==> config.mk <==
export PLATFORM = sky130hd
export DESIGN_NAME = sbmf_ram
export DESIGN_NICKNAME = d
export VERILOG_FILES = /design/src/hw/rtl/sbmf_ram.sv
export SDC_FILE = /design/constraint.sdc
export NUM_CORES = 1
export LEC_CHECK = 0
export ABC_CLOCK_PERIOD_IN_PS = 8500
export BUFFER_PORTS_ARGS = -buffer_cell sky130_fd_sc_hd__buf_2
export CAP_MARGIN = 10
export CORE_MARGIN = 5
export CORE_UTILIZATION = 60
export DETAILED_ROUTE_END_ITERATION = 12
export PLACE_DENSITY = 0.78
export SLEW_MARGIN = 25
export SYNTH_ARGS = -nofsm -noshare
export SYNTH_HDL_FRONTEND = slang
export SYNTH_SLANG_ARGS = --single-unit
export TNS_END_PERCENT = 30
==> constraint.sdc <==
create_clock -name clk -period 8.5 [get_ports clk]
set_clock_uncertainty 0.1 [all_clocks]
set_input_delay 0 -clock clk [delete_from_list [all_inputs] [get_ports clk]]
set_output_delay 0 -clock clk [all_outputs]
set_load 0.01 [all_outputs]
==> src/hw/rtl/sbmf_ram.sv <==
// Generic single-port RAM with registered read.
// No dependencies.
`default_nettype none
module sbmf_ram #(
    parameter int WIDTH = 32,
    parameter int DEPTH = 16
) (
    input  wire logic                     clk,
    input  wire logic                     we,
    input  wire logic [$clog2(DEPTH)-1:0] addr,
    input  wire logic [WIDTH-1:0]         wdata,
    output logic      [WIDTH-1:0]         rdata
);
    logic [WIDTH-1:0] mem [DEPTH];
    always_ff @(posedge clk)
    begin
        if (we) mem[addr] <= wdata;
        rdata <= mem[addr];
    end
endmodule
`default_nettype wire

# Word-level counts from Yosys, hierarchy flattened
# Memories as Yosys holds them, arrays and structs flattened. A register that Yosys moved wholly into a read port is not among the register bits.
# Index checks and enable logic that the tools add are counted.
[word_totals]
reg_bits = 0
latch_bits = 0
mem_bits_rw = 512
romBits = 0
input_bits = 38
elab_cells = 3
n_memories = 1
[classes]
addsub = 0
mul = 0
div_mod_pow = 0
magnitude_cmp = 0
eq_ne = 0
n_shift = 0
mux = 2
bitwise = 0
n_reduce_logical = 0
[memory_table]
columns = ["memory", "depth", "word_bits", "read_ports", "rd_clocked_by_memory_dff", "wr", "line_no", "rtl"]
rows = [
  ["mem", 16, 32, 1, 1, 1, "14", "logic [WIDTH-1:0] mem [DEPTH];"],
]
[ops]
columns = ["cell", "n"]
rows = [
  ["1-bit 2-to-1 mux", 2],
]

# Logic depth before layout (Yosys ltp)
[logic_depth]
word_depth = 2
depth_mapped = 6
ltp_nobuf = 3

# Least setup slack after synthesis
# OpenSTA, ideal clock, no wires.
[synth_timing]
kind = "input port to flip-flop"
from = "in addr[1]"
to = "mem mem[0][0], enable pin"
setup_ps = 461
t_arrival_ps = 2781
required_time_ps = 7939
setup_slack_ps = 5158
path_stages = 4
n_path_buf = 3
path_cell_list = "buf_2 -> buf_4 -> clkbuf_1 -> nor3_1"
[synth_lines]
columns = ["element", "line_no", "rtl"]
rows = [
  ["from (decl)", "10", "input wire logic [$clog2(DEPTH)-1:0] addr,"],
  ["to (decl)", "14", ""],
]
# No word-level cell before the write port.

# Worst setup path in the final report
[layout_timing]
from = "in addr[2]"
to = "mem mem[0][18], enable pin"
# No word-level cell before the write port.

==> flow_metrics.tcl <==
set metrics [dict create \
    dr.first_iter.drc_count 1150 \
    worstSetupStartpointType "primary input" \
    overflow 0 \
    finalNetCount 1012 \
    cts_max_path_buffers 3 \
    io_buffers 69 \
    status "complete, no violations" \
    place_inst 1330 \
    reg2reg_slack_ps 7000 \
    tritoncts "done" \
    drc 0 \
    antenna_found_initial 0 \
    crit_fanout 23 \
    grt_pass1_wl_um 62260 \
    min_period_over_period_pct 23.80 \
    multi_input_area_um2 3750 \
    worstMarginPinSlew_ps 1049 \
    num_rows 66 \
    floorplan.initialDensity_pct 60.89 \
    grt_max_degree 76 \
    cts-root-buf "clkbuf_16" \
    fin_tns_setup_ps 0 \
    peakVddDrop_uv 189.8 \
    core_um2 32620 \
    area_growth_pct 15.90 \
    fp.dieH_um 191.9 \
    setup_violations 0 \
    yosys_warnings 0 \
    hpwl_um 19980 \
    vias 9269 \
    synthesis.area_um2 19860 \
    ys_seq_area_share_pct 80.63 \
    io_pins 70 \
    p_leak_uw 0.007468 \
    ys_types 17 \
    powerDensity_nw_per_um2 249.1 \
    wirelength_um 42270 \
    end_kind "flop" \
    cts.clk_slew.worst_paths_ps 60 \
    die-width_um 191.9 \
    syn_inst 840 \
    drive_gt1_share_pct 32.02 \
    grt.total_usage_pct 23.58 \
    seq_area_um2 16020 \
    reg2reg_depth 3 \
    max_freq_mhz 494.3 \
    hold_class "primary input to flop" \
    rsz0062_at_grt "false" \
    min_period_ps 2023 \
    drt-pass1-iter-count 5 \
    cts_sinks 544 \
    numCtsBuffers 52 \
    finalHoldViolCount 0 \
    ys_ff_latch 544 \
    dieArea_um2 36840 \
    post_drt_via_cell_ratio 6.353 \
    postCtsSetupBuffers 0 \
    cap_violations 0 \
    required_ps 8600 \
    maxSlewViolCount 0 \
    clock_latency_ps 560 \
    wire_per_inst_um 28.97 \
    grt_pass1_vias 9681 \
    layout.cells.non_filler 1459 \
    post_cts_resized 0 \
    place.gp.congestion 0.7332 \
    cp.arrival_ps 2120 \
    htreeDepth 2 \
    crit_type "primary input to flop" \
    syn-num-nets 878 \
    slew_headroom_pct 30.08 \
    hold_depth 4 \
    n_fill_cell 1891 \
    ant_nets 0 \
    syn_area_per_cell_um2 23.65 \
]
## cell families (layout without fill, tap and decap cells)
logic type	after synthesis	count (layout)	synth area share [%]
AOI/OAI and AO/OA	64	64	2.419
buffers and inverters	45	220	1.165
DFF	544	544	80.63
muxes	128	128	14.51
other	0	2	0
and+or+nand+nor	59	59	1.272
## what timing repair did
action,in CTS,in global routing
hold buffers,32,0
endpoints found under the setup margin,0,0
hold endpoints to repair,512,0
## path summary, 6_finish.rpt
check,startpoint,to
hold reg to reg,mem[14][1]$_DFFE_PP_,rdata[1]$_DFF_P_
hold / removal,addr[1],rdata[9]$_DFF_P_
setup / recovery,addr[2],mem[0][18]$_DFFE_PP_
setup reg to reg,mem[15][25]$_DFFE_PP_,rdata[25]$_DFF_P_
## power by group
part / total [µW] / internal (µW) / switching [µW]
Clock: 2440 / 1490 / 948
Sequential: 3020 / 3000 / 21.0
Combinational: 273 / 114 / 159
Total: 5730 / 4610 / 1130
## critical path, stage by stage
cell    delay (ps)
buf_2          160
or3b_2         610
nor3_2         810
buf_4          530
## through the flow
step	power [µW]	util [%]	instance area, µm²	hold WS [ps]	worst slack [ps]
final	5734	70.58	23020	122.6	6477
after global routing	5909	70.56	23020	129.5	6263
after CTS	5763	70.56	23020	111.0	6415
after detailed placement	3334	63.95	20860	279.8	5879
after global placement	3325	63.95	20860	267.3	5901
after floorplan	3223	-	19860	-1.131	5158
## placed cells by master, fill, tap and decap left out, drive strengths merged, types with 9 or more instances in the layout
cell type    instances
edfxtp             512
nand2               33
buf                 92
dlygate4sd3         32
nor2                13
mux4               128
clkinv              11
a22oi               64
clkbuf              72
bufinv               9
dfxtp               32
## synth_stat cells
library cell,n,area (µm²)
edfxtp_1,512,15370
mux4_2,128,2883
a22oi_1,64,480.5
nand2_1,33,123.9
dfxtp_1,32,640.6
clkbuf_1,27,101.4
nor2_1,13,48.80
buf_2,11,55.05
buf_6,6,67.56
nor3_1,4,20.02
nand2b_1,2,12.51
nand3b_1,2,15.01
nor2b_1,2,12.51
and2_1,1,6.260
buf_4,1,7.510
nand3_1,1,5.000
or3b_2,1,8.760
## flip-flops by register name, indices dropped and copies added, names as in the netlist
register	flops
rdata	32
mem	512
## per-layer routing
metal / GRT usage, % / vias up / wire (µm)
met2: 40.02 / 480 / 22050
met4: 6.685 / 0 / 949
met1: 32.87 / 4869 / 15860
met3: 3.308 / 73 / 3407
met5: 0 / - / 0
li1: - / 3847 / -
## area by class of cell
class | instances | area share [%]
antenna | 2 | 0.02174
clock buffer | 71 | 6.446
clock inverter | 24 | 1.533
multi-input combinational | 251 | 16.29
sequential | 544 | 69.57
tap | 442 | 2.402
timing repair buffer | 125 | 3.739
Note: power is estimated with default switching activity, not from simulation.
