### src/hw/rtl/sbmf_pkg.sv
// Shared types, constants and fixed-point helpers for the mean-field solver core.
// No dependencies.
`default_nettype none
package sbmf_pkg;
    localparam int MEAS_ROWS   = 32;
    localparam int WEIGHT_COLS = 16;
    localparam int ROW_W  = $clog2(MEAS_ROWS);
    localparam int COL_W  = $clog2(WEIGHT_COLS);
    localparam int MAT_DEPTH = MEAS_ROWS * WEIGHT_COLS;
    localparam int MAT_AW = $clog2(MAT_DEPTH);
    localparam int GRAM_DEPTH = WEIGHT_COLS * WEIGHT_COLS;
    localparam int GRAM_AW = $clog2(GRAM_DEPTH);
    // 32 floored products of up to 2^46 each need 53 bits signed
    localparam int ACC_W = 56;

    localparam logic [1:0] REQ_MATRIX = 2'd0;
    localparam logic [1:0] REQ_DATA   = 2'd1;
    localparam logic [1:0] REQ_START  = 2'd2;

    localparam logic [2:0] CFG_WSHAPE = 3'd0;
    localparam logic [2:0] CFG_WRATE  = 3'd1;
    localparam logic [2:0] CFG_NSHAPE = 3'd2;
    localparam logic [2:0] CFG_NRATE  = 3'd3;
    localparam logic [2:0] CFG_SWEEPS = 3'd4;

    localparam logic signed [31:0] QONE  = 32'sd65536;
    localparam logic signed [31:0] QMAXV = 32'sh7fffffff;
    localparam logic signed [31:0] QMINV = 32'sh80000000;

    typedef struct packed {
        logic                start;
        logic signed [31:0]  num;
        logic signed [31:0]  den;
    } div_req_t;

    typedef struct packed {
        logic                busy;
        logic                done;
        logic signed [31:0]  quo;
    } div_rsp_t;

    function automatic logic signed [31:0] sat48(input logic signed [ACC_W-1:0] x);
        logic signed [31:0] r;
        if (x > $signed({{(ACC_W-32){1'b0}}, QMAXV})) r = QMAXV;
        else if (x < $signed({{(ACC_W-32){1'b1}}, QMINV})) r = QMINV;
        else r = x[31:0];
        return r;
    endfunction

    // floor of the product shifted by 16; arithmetic shift floors
    function automatic logic signed [ACC_W-1:0] pmul(input logic signed [63:0] p);
        logic signed [63:0] s;
        s = p >>> 16;
        return s[ACC_W-1:0];
    endfunction

    function automatic logic signed [31:0] qhalf(input logic signed [31:0] a);
        return a >>> 1;
    endfunction
endpackage
`default_nettype wire

### src/hw/rtl/sbmf_div.sv
// Radix-2 restoring divider: sat((num << 16) / den), truncated toward zero.
// Depends on sbmf_pkg.
`default_nettype none
module sbmf_div (
    input  wire logic             clk,
    input  wire logic             rst_n,
    input  sbmf_pkg::div_req_t    req,
    output sbmf_pkg::div_rsp_t    rsp
);
    import sbmf_pkg::*;

    logic [47:0] rem_reg;
    logic [47:0] quo_reg;
    logic [31:0] den_reg;
    logic        neg_reg;
    logic        nneg_reg;
    logic        zero_reg;
    logic [5:0]  cnt_reg;
    logic        busy_reg;
    logic        done_reg;

    logic [48:0] trial;
    logic [47:0] shifted;
    logic [47:0] nabs;
    logic [31:0] dabs;
    logic signed [48:0] sq;
    logic signed [31:0] quo_out;

    always_comb
    begin
        nabs = req.num[31] ? 48'(-{{16{req.num[31]}}, req.num}) : 48'(req.num);
        nabs = nabs << 16;
        dabs = req.den[31] ? 32'(-req.den) : 32'(req.den);
        shifted = {rem_reg[46:0], quo_reg[47]};
        trial = {1'b0, shifted} - {17'd0, den_reg};
        sq = neg_reg ? -$signed({1'b0, quo_reg}) : $signed({1'b0, quo_reg});
        if (zero_reg) quo_out = nneg_reg ? QMINV : QMAXV;
        else if (sq > 49'sh7fffffff) quo_out = QMAXV;
        else if (sq < -49'sh80000000) quo_out = QMINV;
        else quo_out = sq[31:0];
    end

    always_ff @(posedge clk or negedge rst_n)
    begin
        if (!rst_n)
        begin
            busy_reg <= 1'b0;
            done_reg <= 1'b0;
            cnt_reg  <= '0;
        end
        else
        begin
            done_reg <= 1'b0;
            if (req.start)
            begin
                rem_reg  <= '0;
                quo_reg  <= nabs;
                den_reg  <= dabs;
                neg_reg  <= req.num[31] ^ req.den[31];
                nneg_reg <= req.num[31];
                zero_reg <= (req.den == '0);
                cnt_reg  <= 6'd48;
                busy_reg <= 1'b1;
            end
            else if (busy_reg)
            begin
                if (trial[48])
                begin
                    rem_reg <= shifted;
                    quo_reg <= {quo_reg[46:0], 1'b0};
                end
                else
                begin
                    rem_reg <= trial[47:0];
                    quo_reg <= {quo_reg[46:0], 1'b1};
                end
                cnt_reg <= cnt_reg - 6'd1;
                if (cnt_reg == 6'd1)
                begin
                    busy_reg <= 1'b0;
                    done_reg <= 1'b1;
                end
            end
        end
    end

    assign rsp.busy = busy_reg;
    assign rsp.done = done_reg;
    assign rsp.quo  = quo_out;
endmodule
`default_nettype wire

### config.mk
export PLATFORM = sky130hd
export DESIGN_NAME = sbmf_div
export DESIGN_NICKNAME = d
export VERILOG_FILES = /design/src/hw/rtl/sbmf_pkg.sv /design/src/hw/rtl/sbmf_div.sv
export SDC_FILE = /design/constraint.sdc
export NUM_CORES = 1
export LEC_CHECK = 0
export BUFFER_PORTS_ARGS = -buffer_cell sky130_fd_sc_hd__buf_2
export CORE_UTILIZATION = 45
export CTS_CLUSTER_SIZE = 40
export DETAILED_ROUTE_END_ITERATION = 12
export PLACE_DENSITY = 0.72
export SLEW_MARGIN = 20
export SYNTH_ARGS = -nofsm -noshare
export SYNTH_HDL_FRONTEND = slang
export SYNTH_SLANG_ARGS = --single-unit
### constraint.sdc
create_clock -name clk -period 9.9 [get_ports clk]
set_clock_uncertainty 0.1 [all_clocks]
set_input_delay 2.97 -clock clk [delete_from_list [all_inputs] [get_ports clk]]
set_output_delay 2.97 -clock clk [all_outputs]
set_load 0.005 [all_outputs]
* Yosys cells after proc, flatten, opt, wreduce, memory -nomap -nowiden
Index checks and enable logic that the tools add are counted.
** Storage, ports and cells
- Output and inout port bits :: 34
- Register bits :: 139
- Word-level logic and storage cells :: 44
** Cells by class
- Mux-type cells :: 20
- Reduce and logical (&&, ||, !) cells :: 4
- Equality and inequality tests :: 1
- Add/subtract/negate cells :: 5
- Magnitude comparators :: 2
- Bitwise gates (word level) :: 1
** Operators with widths (count)
- 2-to-1 mux 48 bit :: 4
- 2-to-1 mux 32 bit :: 5
- negator 32 bit :: 2
- > comparator 49 x 32 -> 1 bit (second input constant) :: 1
- less-than comparator 49 x 32 -> 1 bit (second input constant) :: 1
- 2-to-1 mux 49 bit :: 1
- negator 48 -> 49 bit :: 1
- subtractor 48 x 32 -> 49 bit :: 1
- zero test 32 bit :: 1
- 2-to-1 mux 31 bit :: 1
- 2-to-1 mux 6 bit :: 2
- 2-to-1 mux 1 bit :: 7
- equality test 6 x 1 -> 1 bit (second input constant) :: 1
- subtractor 6 x 1 -> 6 bit (second input constant) :: 1
- AND reduction 2 bit :: 2
- nonzero test 2 bit :: 1
- bitwise XOR 1 bit :: 1

* Depth between registers and ports, before layout
Gate-level depths: netlist (run 1).
- Depth in word-level cells :: 6
- Depth in mapped cells :: 14

* Least setup slack after synthesis (run 1)
Ideal clock, no wire load.
- Kind :: reg-to-output
- From :: register quo_reg[13]
- To :: output port rsp[22] (netlist bit)
- Path slack :: 3.456 ns
- Required time :: 6.830 ns
- Arrival :: 3.374 ns
- Cell stages (with the launch flop) :: 13
- Path through :: edfxtp_1 or4_4 or3_1 buf_2 or3_1 buf_2 or3_4 xor2_1 a22o_1 a32o_1 a41oi_4 buf_6 o21ai_0
** RTL lines
- from (decl) :: line sbmf_div.sv:13 : logic [47:0] quo_reg;
- from (signal assigned) :: line sbmf_div.sv:57 : quo_reg <= nabs;
- from (signal assigned) :: line sbmf_div.sv:70 : quo_reg <= {quo_reg[46:0], 1'b0};
- from (signal assigned) :: line sbmf_div.sv:75 : quo_reg <= {quo_reg[46:0], 1'b1};
- to (decl) :: line sbmf_div.sv:8 : output sbmf_pkg::div_rsp_t rsp

==> results of run 1 <==
-- layout by cell type (no fill, tap or decap), types with 48 or more instances in the layout --
cell      Yosys  layout
a21oi_1      51      51
buf_2         7      99
inv_1        55      55
xnor2_1      95      95
o21ai_0      96      96
a211oi_1     48      48
nand2_1      72      72
nor2_1      127     126
edfxtp_1    130     130
xor2_1       48      48
-- path summary, 6_finish.rpt --
check / startpoint / to / depth (start not counted)
hold / removal: cnt_reg[5]$_DFFE_PN0N_ / cnt_reg[5]$_DFFE_PN0N_ / 2
setup reg to reg: quo_reg[47]$_DFFE_PP_ / rem_reg[33]$_SDFFCE_PP0P_ / 12
min in group asynchronous: rst_n / busy_reg$_DFF_PN0_ / 1
hold reg to reg: cnt_reg[5]$_DFFE_PN0N_ / cnt_reg[5]$_DFFE_PN0N_ / 2
max in group asynchronous: rst_n / cnt_reg[1]$_DFFE_PN0N_ / 2
setup / recovery: quo_reg[12]$_SDFFCE_PP0P_ / rsp[22] / 10
-- area by class of cell --
type,instances,share of cell area (%)
clock inverter,14,1.41
inverter,55,1.72
multi-input combinational,911,51.0
clock buffer,18,3.58
timing repair buffer,108,4.70
sequential,138,34.3
tap,319,3.33
-- per-layer routing --
| metal | wire length, um | vias to the layer above | track usage (%) |
|---|---|---|---|
| li1 | - | 4513 | - |
| met4 | 405 | 0 | 6.26 |
| met2 | 12200 | 258 | 36.1 |
| met3 | 1100 | 38 | 3.24 |
| met1 | 12000 | 4268 | 29.2 |
| met5 | 0 | - | 0 |
-- synth_stat cells (6+ instances only) --
master and number:
a211oi_1 48, o21a_1 6, buf_1 9, nor2_1 127, nor4_1 18, inv_1 55
a21oi_1 51, nand4_1 11, edfxtp_1 130, a22o_1 30, xor2_1 48, o21ai_0 96
nor3_1 17, o41ai_1 17, or4_1 21, clkbuf_1 48, buf_2 7, a21o_1 7
xnor2_1 95, nand3_1 22, nand2_1 72, dfrtp_1 8, mux2i_1 27, or3_1 19
o31ai_1 33, ha_1 37, nand2b_1 20
-- logic make-up (layout without fill, tap and decap cells) --
group,after synthesis,after routing,share of synthesized area (%)
AND/OR/NAND/NOR,362,362,16.7
XOR/XNOR,143,143,11.7
multiplexers,27,27,2.52
AO/OA/AOI/OAI,341,341,21.6
buffers and inverters,124,195,4.71
adder cells (fa/ha/maj),38,38,4.51
flip-flops,138,138,38.3
-- power by group --
group | switching, mW | internal, mW
clock | 0.264 | 0.397
sequential | 0.0613 | 0.724
combinational | 0.333 | 0.256
total | 0.659 | 1.38
-- through the flow --
stage	hold WS (ps)	setup slack, ps	utilization, %	total power, mW	cell area (um^2)
4_1_cts	464	2300	51.2	2.04	12000
2_1_floorplan	385	3460	-	1.22	10700
5_1_grt	492	1880	51.2	2.15	12000
6_report	457	2300	51.2	2.04	12000
3_3_place_gp	406	2940	48.7	1.36	11400
3_5_place_dp	415	2780	48.7	1.38	11400
-- worst max-delay path: stages (launching register included) --
cell and delay [ps]:
edfxtp_1 460, or4_4 580, or3_1 420, or3_1 510
or3_4 440, xor2_1 170, a22o_1 220, a32o_1 230
a41oi_4 680, o21ai_0 210, buf_2 170
==> impl_metrics.yaml, run 1 <==
grt:
  grt_pass1_wl_um: 42400
  antenna_found_initial: 0
  grt_max_degree: 76
  grt_pass1_vias: 8466
  grt_overflow: 0
  track_usage_pct: 21.7
finish:
  largest_reg_flops: 48
  antennaDiodeCount: 0
  syn_to_final_growth_pct: 11.9
  multiInputGateArea_mm2: 0.00612
  final_cells: 1563
  drive_above_1_share_pct: 12.5
  fillers: 2203
  seq_area_mm2: 0.00411
  fin_nets: 1336
sta:
  fin_crit_ps: 7600
  maxSlewHeadroom_pct: 40.6
  hold_viol: 0
  tightestPinTransition_ps: 883
  max_freq_ghz: 0.132
  period_share_pct: 76.7
  finalSetupTns_ps: 0
  slew_viol_final: 0
  rsz0062_at_grt: "no"
  setup_violations: 0
clock_network:
  clock_latency_ps: 430
  ctsLongestPathBuffers: 2
  post-cts-setup-buffers: 0
  cts_sinks: 138
  cts_hold_buf: 0
  cts_tree: "done"
  cts.reportedPaths.clkPinSlew_ps: 60
  cts_resized: 0
  numCtsBuffers: 17
  htreeDepth: 4
  clockRootBuffer: "clkbuf_16"
drt:
  ant_nets: 0
  drc: 0
  wl_um: 25700
  wl_per_cell_um: 16.5
  dr.pass1.iters: 5
  vias: 9077
  viasPerCell: 5.81
  drt-initial-drc-count: 712
logic_synthesis:
  synthFlopType: "edfxtp_1"
  yosys_warnings: 0
  async_flop_share_pct: 5.80
  synthDistinctLibCells: 68
  synth_seq_cells: 138
  syn-cell-area_mm2: 0.0107
  synth.area.top_cells: "edfxtp_1, xnor2_1, o21ai_0"
  synth_edf_count: 130
  synth_top_area_share_pct: 36.4
  synth_top_area_cell: "edfxtp_1"
  synth_cells: 1173
  seq_area_frac_synth_pct: 38.3
  syn-num-nets: 1278
  postSynthAreaPerCell_um2: 9.13
critical_path:
  worstPathRequired_ps: 6830
  crit_type: "reg -> out"
  r2r_slack_ps: 5540
  cp-start-kind: "flop"
  endpoint_kind: "primary output"
  critPathMaxFanout: 31
  cp_data_arrival_time_ps: 4530
die:
  rows: 56
  io_pins: 101
  die_area_mm2: 0.0244
  start_util_pct: 45.8
  die_w_um: 156
  coreArea_mm2: 0.0234
  die_h_um: 156
pwr:
  p_leak_nw: 4.53
  max-vdd-ir-drop_v: 0.0000966
  p_per_area_mw_per_mm2: 170
placement:
  dp_hpwl_um: 18500
  dp_cells: 1531
  gp_congestion: 0.882
  portBuffers: 100
hold_path:
  min_path_type: "reg -> reg"
outcome:
  status: "completed"
run:
  max_cap_violations: 0
Power figures use the tool's default switching activity.
==> inputs of run 2 (changes only) <==
==> constraint.sdc (replaced) <==
create_clock -name clk -period 7.67 [get_ports clk]
set_clock_uncertainty 0.1 [all_clocks]
set_input_delay 2.301 -clock clk [delete_from_list [all_inputs] [get_ports clk]]
set_output_delay 2.301 -clock clk [all_outputs]
set_load 0.005 [all_outputs]
==> run 2 against run 1 <==
Effect of this change:
- global-route usage grew 0.33 points
- utilization is 0.31 points higher
- register-to-register slack got worse by 2300 ps
- combinational power grew 30%
- final cell count is the same
- worst hold slack better by 3.4 ps
- sequential share of layout area down 0.21 points
- clock-buffer cell count is 1 lower
- sequential cell count unchanged
==> impl_metrics.yaml, run 2 (synthesis gave the netlist of run 1 again) <==
sta:
  setup_violations: 0
  slew_viol_final: 0
  whs_ps: 460
  finalSetupTns_ps: 0
  maxSlewHeadroom_pct: 40.7
  hold_viol: 0
  tightestPinTransition_ps: 882
  fin_crit_ps: 6900
  max_freq_ghz: 0.145
  rsz0062_at_grt: "no"
  period_share_pct: 89.9
clock_network:
  cts_resized: 0
  post-cts-setup-buffers: 0
  clock_latency_ps: 420
  ctsLongestPathBuffers: 2
  cts_hold_buf: 0
  numCtsBuffers: 17
  cts.reportedPaths.clkPinSlew_ps: 60
  cts_tree: "done"
  clockRootBuffer: "clkbuf_16"
  htreeDepth: 4
  cts_sinks: 138
critical_path:
  r2r-start: "quo_reg[47]$_DFFE_PP_"
  worstPathRequired_ps: 5270
  crit_path_start: "quo_reg[4]$_SDFFCE_PP0P_"
  path_cells: "nor4_1 -> nand2_1 -> or3_1 -> or3_4 -> xor2_1 -> a22o_1 -> a32o_1 -> a41oi_4 -> o21ai_0 -> buf_2"
  cp-start-kind: "flop"
  critPathSlowestCell: "nor4_1"
  crit_type: "reg -> out"
  max_stage_delay_ps: 700
  endpoint_kind: "primary output"
  cp_data_arrival_time_ps: 4490
  critPathMaxFanout: 31
pwr:
  p_per_area_mw_per_mm2: 226
  max-vdd-ir-drop_v: 0.000137
  p_leak_nw: 4.56
  total_power_mw: 2.72
grt:
  grt_pass1_wl_um: 42800
  track_usage_pct: 22.0
  antenna_found_initial: 0
  grt_pass1_vias: 8680
  grt_overflow: 0
  grt_max_degree: 79
finish:
  antennaDiodeCount: 0
  final_cell_mix: "edfxtp_1, nor2_1, buf_2"
  syn_to_final_growth_pct: 12.6
  largest_reg_flops: 48
  fin_nets: 1336
  drive_above_1_share_pct: 12.5
  layout.cells.most_common: "edfxtp_1"
  finalInstanceArea_mm2: 0.0121
  fillers: 2200
drt:
  drc: 0
  dr.pass1.iters: 5
  wl_per_cell_um: 16.7
  ant_nets: 0
  wl_um: 26200
  vias: 9098
  drt-initial-drc-count: 631
  viasPerCell: 5.82
die:
  rows: 56
  die_w_um: 156
  start_util_pct: 45.8
  coreArea_mm2: 0.0234
  io_pins: 101
  die_area_mm2: 0.0244
  die_h_um: 156
placement:
  portBuffers: 100
  placed_area_mm2: 0.0114
  dp_hpwl_um: 18800
  gp_congestion: 0.926
hold_path:
  min-delay-start: "cnt_reg[5]$_DFFE_PN0N_"
  min_path_type: "reg -> reg"
run:
  max_cap_violations: 0
outcome:
  status: "completed"
[run 2: metrics by stage]
step,instances,utilization [%],worst slack [ps]
floorplan,1173,-,1890
global placement,1531,48.7,1390
detailed placement,1531,48.7,1250
CTS,1563,51.6,769
global route,1563,51.6,269
finish,1563,51.6,774
[run 2: final timing paths]
path | slack (ps) | cells past startpoint | endpoint
min in group asynchronous | 1720 | 1 | done_reg$_DFF_PN0_
hold / removal | 460 | 2 | cnt_reg[5]$_DFFE_PN0N_
max in group asynchronous | 4560 | 2 | busy_reg$_DFF_PN0_
setup / recovery | 770 | 10 | rsp[2]
hold reg to reg | 460 | 2 | cnt_reg[5]$_DFFE_PN0N_
setup reg to reg | 3250 | 12 | rem_reg[42]$_SDFFCE_PP0P_
[run 2: cell type report]
cell class	instances	area (um^2)	area share, %
Timing Repair Buffer	108	563	4.67
Inverter	55	206	1.71
Clock inverter	15	245	2.03
Multi-Input combinational cell	911	6120	50.7
Tap cell	319	399	3.31
Sequential cell	138	4110	34.0
Clock buffer	17	425	3.53
[run 2: critical path, delay by kind of cell, from the launching register on]
kind | cells | cell delay [ps]
simple gates | 4 | 1930
compound gates | 4 | 1330
xor+xnor | 1 | 170
flops | 1 | 460
buf+inv | 1 | 160
[run 2: power by group]
part | total [mW] | internal, mW | switching [mW]
sequential | 1.01 | 0.934 | 0.0803
clock | 0.944 | 0.611 | 0.333
combinational | 0.765 | 0.330 | 0.434
[run 2: routing by layer]
metal	vias to the layer above	track usage (%)	routed length, um
met2	235	38.2	12600
met5	-	0	0
met4	0	7.75	578
met3	44	3.21	1100
met1	4327	27.9	11900
li1	4492	-	-
